### config.mk
export PLATFORM = sky130hd
export DESIGN_NAME = gn3_fade
export DESIGN_NICKNAME = d
export VERILOG_FILES = /design/src/hdl/gn3_pkg.sv /design/src/hdl/gn3_fade.sv
export SDC_FILE = /design/constraint.sdc
export NUM_CORES = 2
export LEC_CHECK = 0
export ABC_CLOCK_PERIOD_IN_PS = 21300
export BUFFER_PORTS_ARGS = -buffer_cell sky130_fd_sc_hd__buf_2
export CAP_MARGIN = 0
export CORE_UTILIZATION = 69
export CTS_CLUSTER_SIZE = 30
export DETAILED_ROUTE_END_ITERATION = 16
export HOLD_SLACK_MARGIN = 0.12
export PLACE_DENSITY = 0.85
export SYNTH_ARGS = -nofsm -noshare
export SYNTH_HDL_FRONTEND = slang
export SYNTH_SLANG_ARGS = --single-unit
### constraint.sdc
create_clock -name clk -period 21.3 [get_ports clk]
set_input_delay 3.195 -clock clk [delete_from_list [all_inputs] [get_ports clk]]
set_output_delay 3.195 -clock clk [all_outputs]
set_load 0.01 [all_outputs]
### src/hdl/gn3_pkg.sv
// ----------------------------------------------------------------------------
// gn3_pkg
// Shared constants, the permutation ROM and the edge gradient table for the
// 3D gradient noise core.
// ----------------------------------------------------------------------------
`default_nettype none

package gn3_pkg;

  localparam int FRAC_BITS_DEF = 16;
  localparam int POS_W         = 32;
  localparam int VALUE_W       = 19;
  localparam int GRAD_W        = 22;
  localparam int SEL_W         = 4;
  localparam int GK_W          = 5;

  // One edge gradient, each component in {-1, 0, +1}.
  typedef struct packed {
    logic signed [1:0] gx;
    logic signed [1:0] gy;
    logic signed [1:0] gz;
  } grad_t;

  localparam grad_t GRAD_TAB [12] = '{
    '{ 2'sd1,  2'sd1,  2'sd0}, '{-2'sd1,  2'sd1,  2'sd0},
    '{ 2'sd1, -2'sd1,  2'sd0}, '{-2'sd1, -2'sd1,  2'sd0},
    '{ 2'sd1,  2'sd0,  2'sd1}, '{-2'sd1,  2'sd0,  2'sd1},
    '{ 2'sd1,  2'sd0, -2'sd1}, '{-2'sd1,  2'sd0, -2'sd1},
    '{ 2'sd0,  2'sd1,  2'sd1}, '{ 2'sd0, -2'sd1,  2'sd1},
    '{ 2'sd0,  2'sd1, -2'sd1}, '{ 2'sd0, -2'sd1, -2'sd1}
  };

  localparam logic [7:0] PERM [256] = '{
    8'd151, 8'd160, 8'd137, 8'd91, 8'd90, 8'd15, 8'd131, 8'd13,
    8'd201, 8'd95, 8'd96, 8'd53, 8'd194, 8'd233, 8'd7, 8'd225,
    8'd140, 8'd36, 8'd103, 8'd30, 8'd69, 8'd142, 8'd8, 8'd99,
    8'd37, 8'd240, 8'd21, 8'd10, 8'd23, 8'd190, 8'd6, 8'd148,
    8'd247, 8'd120, 8'd234, 8'd75, 8'd0, 8'd26, 8'd197, 8'd62,
    8'd94, 8'd252, 8'd219, 8'd203, 8'd117, 8'd35, 8'd11, 8'd32,
    8'd57, 8'd177, 8'd33, 8'd88, 8'd237, 8'd149, 8'd56, 8'd87,
    8'd174, 8'd20, 8'd125, 8'd136, 8'd171, 8'd168, 8'd68, 8'd175,
    8'd74, 8'd165, 8'd71, 8'd134, 8'd139, 8'd48, 8'd27, 8'd166,
    8'd77, 8'd146, 8'd158, 8'd231, 8'd83, 8'd111, 8'd229, 8'd122,
    8'd60, 8'd211, 8'd133, 8'd230, 8'd220, 8'd105, 8'd92, 8'd41,
    8'd55, 8'd46, 8'd245, 8'd40, 8'd244, 8'd102, 8'd143, 8'd54,
    8'd65, 8'd25, 8'd63, 8'd161, 8'd1, 8'd216, 8'd80, 8'd73,
    8'd209, 8'd76, 8'd132, 8'd187, 8'd208, 8'd89, 8'd18, 8'd169,
    8'd200, 8'd196, 8'd135, 8'd130, 8'd116, 8'd188, 8'd159, 8'd86,
    8'd164, 8'd100, 8'd109, 8'd198, 8'd173, 8'd186, 8'd3, 8'd64,
    8'd52, 8'd217, 8'd226, 8'd250, 8'd124, 8'd123, 8'd5, 8'd202,
    8'd38, 8'd147, 8'd118, 8'd126, 8'd255, 8'd82, 8'd85, 8'd212,
    8'd207, 8'd206, 8'd59, 8'd227, 8'd47, 8'd16, 8'd58, 8'd17,
    8'd182, 8'd189, 8'd28, 8'd42, 8'd223, 8'd183, 8'd170, 8'd213,
    8'd119, 8'd248, 8'd152, 8'd2, 8'd44, 8'd154, 8'd163, 8'd70,
    8'd221, 8'd153, 8'd101, 8'd155, 8'd167, 8'd43, 8'd172, 8'd9,
    8'd129, 8'd22, 8'd39, 8'd253, 8'd19, 8'd98, 8'd108, 8'd110,
    8'd79, 8'd113, 8'd224, 8'd232, 8'd178, 8'd185, 8'd112, 8'd104,
    8'd218, 8'd246, 8'd97, 8'd228, 8'd251, 8'd34, 8'd242, 8'd193,
    8'd238, 8'd210, 8'd144, 8'd12, 8'd191, 8'd179, 8'd162, 8'd241,
    8'd81, 8'd51, 8'd145, 8'd235, 8'd249, 8'd14, 8'd239, 8'd107,
    8'd49, 8'd192, 8'd214, 8'd31, 8'd181, 8'd199, 8'd106, 8'd157,
    8'd184, 8'd84, 8'd204, 8'd176, 8'd115, 8'd121, 8'd50, 8'd45,
    8'd127, 8'd4, 8'd150, 8'd254, 8'd138, 8'd236, 8'd205, 8'd93,
    8'd222, 8'd114, 8'd67, 8'd29, 8'd24, 8'd72, 8'd243, 8'd141,
    8'd128, 8'd195, 8'd78, 8'd66, 8'd215, 8'd61, 8'd156, 8'd180
  };

  // Byte modulo 12 by a short chain of compare and subtract steps.
  function automatic logic [SEL_W-1:0] mod12(input logic [7:0] v);
    logic [7:0] r;
    r = v;
    if (r >= 8'd192) r = r - 8'd192;
    if (r >= 8'd96)  r = r - 8'd96;
    if (r >= 8'd48)  r = r - 8'd48;
    if (r >= 8'd24)  r = r - 8'd24;
    if (r >= 8'd12)  r = r - 8'd12;
    return r[SEL_W-1:0];
  endfunction

endpackage

`default_nettype wire

### src/hdl/gn3_fade.sv
// ----------------------------------------------------------------------------
// gn3_fade
// Three-stage quintic fade weight and its slope for one axis.
// ----------------------------------------------------------------------------
`default_nettype none

module gn3_fade #(
  parameter int FRAC_BITS = gn3_pkg::FRAC_BITS_DEF
) (
  input  logic                        clk,
  input  logic                        en,
  input  logic [FRAC_BITS-1:0]        frac,
  output logic signed [FRAC_BITS+2:0] fade,
  output logic signed [FRAC_BITS+2:0] slope
);

  localparam int FW = FRAC_BITS + 6;
  localparam int PW = 2 * FW;
  localparam logic signed [PW-1:0] HALF  = PW'(1) <<< (FRAC_BITS - 1);
  localparam logic signed [FW-1:0] ONE   = FW'(1) <<< FRAC_BITS;
  localparam logic signed [FW-1:0] ONE10 = FW'(10) <<< FRAC_BITS;
  localparam logic signed [FW-1:0] ONE15 = FW'(15) <<< FRAC_BITS;

  function automatic logic signed [FW-1:0] qmul(input logic signed [FW-1:0] a,
                                                input logic signed [FW-1:0] b);
    logic signed [PW-1:0] p;
    p = PW'(a) * PW'(b) + HALF;
    return FW'(p >>> FRAC_BITS);
  endfunction

  logic signed [FW-1:0] fe;
  logic signed [FW-1:0] f1_r, ff_r, q_r, t_r;
  logic signed [FW-1:0] fff_r, qq_r, t2_r;
  logic signed [FW-1:0] u_r, du_r;

  assign fe = FW'($signed({1'b0, frac}));

  always_ff @(posedge clk) begin
    if (en) begin
      f1_r  <= fe;
      ff_r  <= qmul(fe, fe);
      q_r   <= qmul(fe, fe - ONE);
      t_r   <= qmul(fe, (fe <<< 2) + (fe <<< 1) - ONE15) + ONE10;
      fff_r <= qmul(ff_r, f1_r);
      qq_r  <= qmul(q_r, q_r);
      t2_r  <= t_r;
      u_r   <= qmul(fff_r, t2_r);
      du_r  <= (qq_r <<< 5) - (qq_r <<< 1);
    end
  end

  assign fade  = u_r[FRAC_BITS+2:0];
  assign slope = du_r[FRAC_BITS+2:0];

endmodule

`default_nettype wire

==> flow_metrics.env <==
export IMPL_cp_slowest_stage_delay_ps=680
export IMPL_critPathCaptureType="flop"
export IMPL_grt_max_degree=81
export IMPL_critical_path_most_common_cell="sky130_fd_sc_hd__fa_1"
export IMPL_drt_iter0_markers=3315
export IMPL_core_region_area_um2=92200
export IMPL_yosys_warnings=0
export IMPL_dpl_hpwl_mm=122
export IMPL_post_synth_cell_area_avg_um2=9.68
export IMPL_max_clock_freq_mhz=71.7
export IMPL_synth_most_common_cell="sky130_fd_sc_hd__inv_1"
export IMPL_worst_clock_skew_ps=14.3
export IMPL_outcome="complete, no violations"
export IMPL_grt_util_all_layers_pct=34.0
export IMPL_syn_num_nets=8944
export IMPL_firstDrtPassIters=6
export IMPL_design_portCount=56
export IMPL_seqCellArea_um2=5100
export IMPL_post_route_period_util_pct=65.5
export IMPL_die_width_um=308
export IMPL_synth_cell_area_um2=64600
export IMPL_worst_min_delay_path_class="flop to flop"
export IMPL_floorplan_rows=111
export IMPL_max_fo_critical_path=37
export IMPL_synth_edf_count=170
export IMPL_finalHoldWorstSlack_ps=421
export IMPL_topRoutingLayerUsed="met5"
export IMPL_critical_path_buf_inv_count=6
export IMPL_clock_path_buffers=2
export IMPL_postSynth_asyncResetShare_pct=0
export IMPL_avgRoutedWirePerCell_um=19.0
export IMPL_netlist_top_cell_by_area="sky130_fd_sc_hd__fa_1"
export IMPL_area_growth_syn_to_layout_pct=3.05
export IMPL_synth_top_cell_area_share_pct=47.9
export IMPL_netlist_top_cells_area="sky130_fd_sc_hd__fa_1 (48%), sky130_fd_sc_hd__ha_1 (14%), sky130_fd_sc_hd__inv_1 (11%), sky130_fd_sc_hd__edfxtp_1 (7.9%), sky130_fd_sc_hd__and2_1 (4.4%)"
export IMPL_post_cts_hold_buffer_count=0
export IMPL_critical_path_startpoint_type="input pin"
export IMPL_ys_seq_elements=170
export IMPL_depth_of_the_worst_register_to_register_path=23
export IMPL_timing_final_hold_violations=0
export IMPL_clk_latency_ps=500
export IMPL_synth_seq_area_share_pct=7.90
export IMPL_clock_sink_count=170
export IMPL_synth_cells_most_frequent="sky130_fd_sc_hd__inv_1 (1908), sky130_fd_sc_hd__fa_1 (1546), sky130_fd_sc_hd__nand2_1 (741)"
export IMPL_hold_start="t_r[5]"
export IMPL_post_drt_via_cell_ratio=5.67
export IMPL_route_vias_total=44460
export IMPL_clk_transition_reported_paths_ps=70
export IMPL_wirelength_met1_mm=56.0
export IMPL_route_met2_wl_mm=73.2
export IMPL_start_util_pct=70.1
export IMPL_count_of_unique_library_cells_instantiated_by_yosys=84
export IMPL_crit_reg2reg_capture="qq_r[17]"
export IMPL_whs_endpoint="t2_r[5]"
export IMPL_dpl_instance_area_um2=66000
export IMPL_r2r_start="q_r[2]"
export IMPL_antenna_violations_before_repair=4
export IMPL_die_area_um2=94900
export IMPL_die_h_um=308
export IMPL_dominantRegCellSynth="sky130_fd_sc_hd__edfxtp_1"
export IMPL_final_cell_area_um2=66600
export IMPL_multi_input_comb_area_um2=51500
export IMPL_drc=0
export IMPL_critPathTopFamily="compound AO/OA/AOI/OAI gates"
export IMPL_finish_utilization_pct=72.2
export IMPL_filler_cell_count=6413
export IMPL_grt_setup_unrepaired="false"
export IMPL_max_slew_margin_rel_pct=28.3
export IMPL_timing_final_crit_period_ps=13940
export IMPL_min_delay_path_depth=0
export IMPL_wl_met3_mm=12.9
export IMPL_post_cts_setup_buffer_count=0
export IMPL_synthCells=6672
export IMPL_detail_route_wirelength_mm=149
export IMPL_place_congestion=0.957
export IMPL_cts_tree="built"
export IMPL_required_time_of_the_critical_path_ps=21540
export IMPL_cts_inserted_buffers=17
export IMPL_final_max_slew_violation_count=0
export IMPL_slowest_stage="sky130_fd_sc_hd__a221oi_1"
export IMPL_htreeDepth=4
export IMPL_first_pass_grt_wire_length_mm=252
export IMPL_cp_data_arrival_time_ps=14180
export IMPL_setup_worst_path_class="input pin to flop"
export IMPL_design_final_nets=8853
export IMPL_root_buffer_cell="sky130_fd_sc_hd__clkbuf_16"
export IMPL_postRouteAntennaNets=0
export IMPL_grt_pass1_vias=50500
export IMPL_worst_slew_pin_slew_ps=1070
export IMPL_timing_max_cap_violations=0
export IMPL_final_layout_size_suffix_gt1_share_pct=2.64
export IMPL_report_final_setup_viol=0
export IMPL_count_of_port_buffers_added_during_placement=54
export IMPL_setup_reg_to_reg_worst_slack_ps=12400
export IMPL_fin_tns_setup_ps=0
export IMPL_antenna_diode_count=0
export IMPL_overflow=0
export IMPL_post_cts_resize_count=0
routing by layer:
metal,vias up,track usage (%)
li1,19309,-
met1,22496,43.5
met2,2133,57.6
met3,518,5.74
met4,4,14.4
met5,-,0
through the flow:
stage               instances  setup slack [ps]
CTS                      7836              7500
finish                   7836              7360
detailed placement       7805              6990
floorplan                6672              8970
global route             7836              6690
global placement         7805              7350
sequential cells by signal, indices dropped and copies added (netlist names):
| name | flops |
|---|---|
| t_r | 22 |
| ff_r | 17 |
| fff_r | 18 |
| q_r | 20 |
| qq_r | 18 |
| du_r | 18 |
| f1_r | 16 |
| t2_r | 22 |
| u_r | 19 |
cell type report:
class | count | area share (%)
Multi-Input combinational cell | 4382 | 77.4
Sequential cell | 170 | 7.67
Clock buffer | 17 | 0.639
Clock inverter | 14 | 0.241
Tap cell | 1243 | 2.34
Timing Repair Buffer | 98 | 0.911
Inverter | 1912 | 10.8
layout by cell type, fill, tap and decap left out, types with 4 or more instances in the layout:
| master | instances |
|---|---|
| sky130_fd_sc_hd__nor3_1 | 36 |
| sky130_fd_sc_hd__inv_1 | 1908 |
| sky130_fd_sc_hd__nor2b_1 | 21 |
| sky130_fd_sc_hd__and3_1 | 20 |
| sky130_fd_sc_hd__o21a_1 | 25 |
| sky130_fd_sc_hd__nand4_1 | 19 |
| sky130_fd_sc_hd__nor2_1 | 154 |
| sky130_fd_sc_hd__o21ai_0 | 59 |
| sky130_fd_sc_hd__xor2_1 | 71 |
| sky130_fd_sc_hd__nor4_1 | 5 |
| sky130_fd_sc_hd__a21oi_1 | 115 |
| sky130_fd_sc_hd__edfxtp_1 | 170 |
| sky130_fd_sc_hd__buf_4 | 44 |
| sky130_fd_sc_hd__or3_1 | 9 |
| sky130_fd_sc_hd__or2_2 | 14 |
| sky130_fd_sc_hd__o21bai_1 | 15 |
| sky130_fd_sc_hd__ha_1 | 708 |
| sky130_fd_sc_hd__a211oi_1 | 14 |
| sky130_fd_sc_hd__nand3_1 | 22 |
| sky130_fd_sc_hd__o21ai_1 | 5 |
| sky130_fd_sc_hd__a31o_2 | 4 |
| sky130_fd_sc_hd__a21o_1 | 47 |
| sky130_fd_sc_hd__a2111oi_0 | 4 |
| sky130_fd_sc_hd__inv_6 | 4 |
| sky130_fd_sc_hd__nand2b_1 | 34 |
| sky130_fd_sc_hd__and2_1 | 458 |
| sky130_fd_sc_hd__nand2_1 | 741 |
| sky130_fd_sc_hd__clkbuf_16 | 17 |
| sky130_fd_sc_hd__a31oi_1 | 12 |
| sky130_fd_sc_hd__o211ai_1 | 7 |
| sky130_fd_sc_hd__buf_2 | 53 |
| sky130_fd_sc_hd__xnor2_1 | 136 |
| sky130_fd_sc_hd__fa_1 | 1546 |
worst max path at each step:
| stage | start | endpoint | slack [ps] | cells after the start |
|---|---|---|---|---|
| 6_report | frac[2] | t_r[21] | 7360 | 40 |
| 5_1_grt | frac[2] | t_r[21] | 6690 | 40 |
| 4_1_cts | frac[2] | t_r[21] | 7500 | 40 |
| 3_5_place_dp | frac[2] | t_r[21] | 6990 | 40 |
| 3_3_place_gp | frac[2] | t_r[21] | 7350 | 40 |
| 2_1_floorplan | frac[4] | t_r[21] | 8970 | 39 |
worst register-to-register path: stages, from the launching register on:
cell                       delay [ps]
sky130_fd_sc_hd__edfxtp_1         830
sky130_fd_sc_hd__clkinv_1         630
sky130_fd_sc_hd__nor2_1           450
sky130_fd_sc_hd__fa_1             500
sky130_fd_sc_hd__fa_1             510
sky130_fd_sc_hd__inv_1             50
sky130_fd_sc_hd__fa_1             420
sky130_fd_sc_hd__fa_1             560
sky130_fd_sc_hd__inv_1             60
sky130_fd_sc_hd__fa_1             550
sky130_fd_sc_hd__fa_1             460
sky130_fd_sc_hd__fa_1             490
sky130_fd_sc_hd__ha_1             310
sky130_fd_sc_hd__o21a_1           140
sky130_fd_sc_hd__o21a_1           160
sky130_fd_sc_hd__o21ai_0           90
sky130_fd_sc_hd__a2111o_1         450
sky130_fd_sc_hd__a21boi_0         320
sky130_fd_sc_hd__o21ai_0          250
sky130_fd_sc_hd__o311ai_0         670
sky130_fd_sc_hd__and2_1           270
sky130_fd_sc_hd__o41ai_1          110
sky130_fd_sc_hd__o21ba_2          220
sky130_fd_sc_hd__xnor2_1          150
kinds of logic after synthesis:
family | count (synthesis) | synth area share [%]
xor gates and xnor gates | 209 | 2.83
DFF | 170 | 7.90
buffers and inverters | 2120 | 12.3
adders and majority gates | 2254 | 61.6
muxes | 5 | 0.0833
and+or+nand+nor | 1550 | 11.5
AOI/OAI and AO/OA | 363 | 3.71
other | 1 | 0.00580
Power is left out: the tool's default activity adds up to more than one toggle a clock period on the data nets, which glitch-free logic cannot reach.
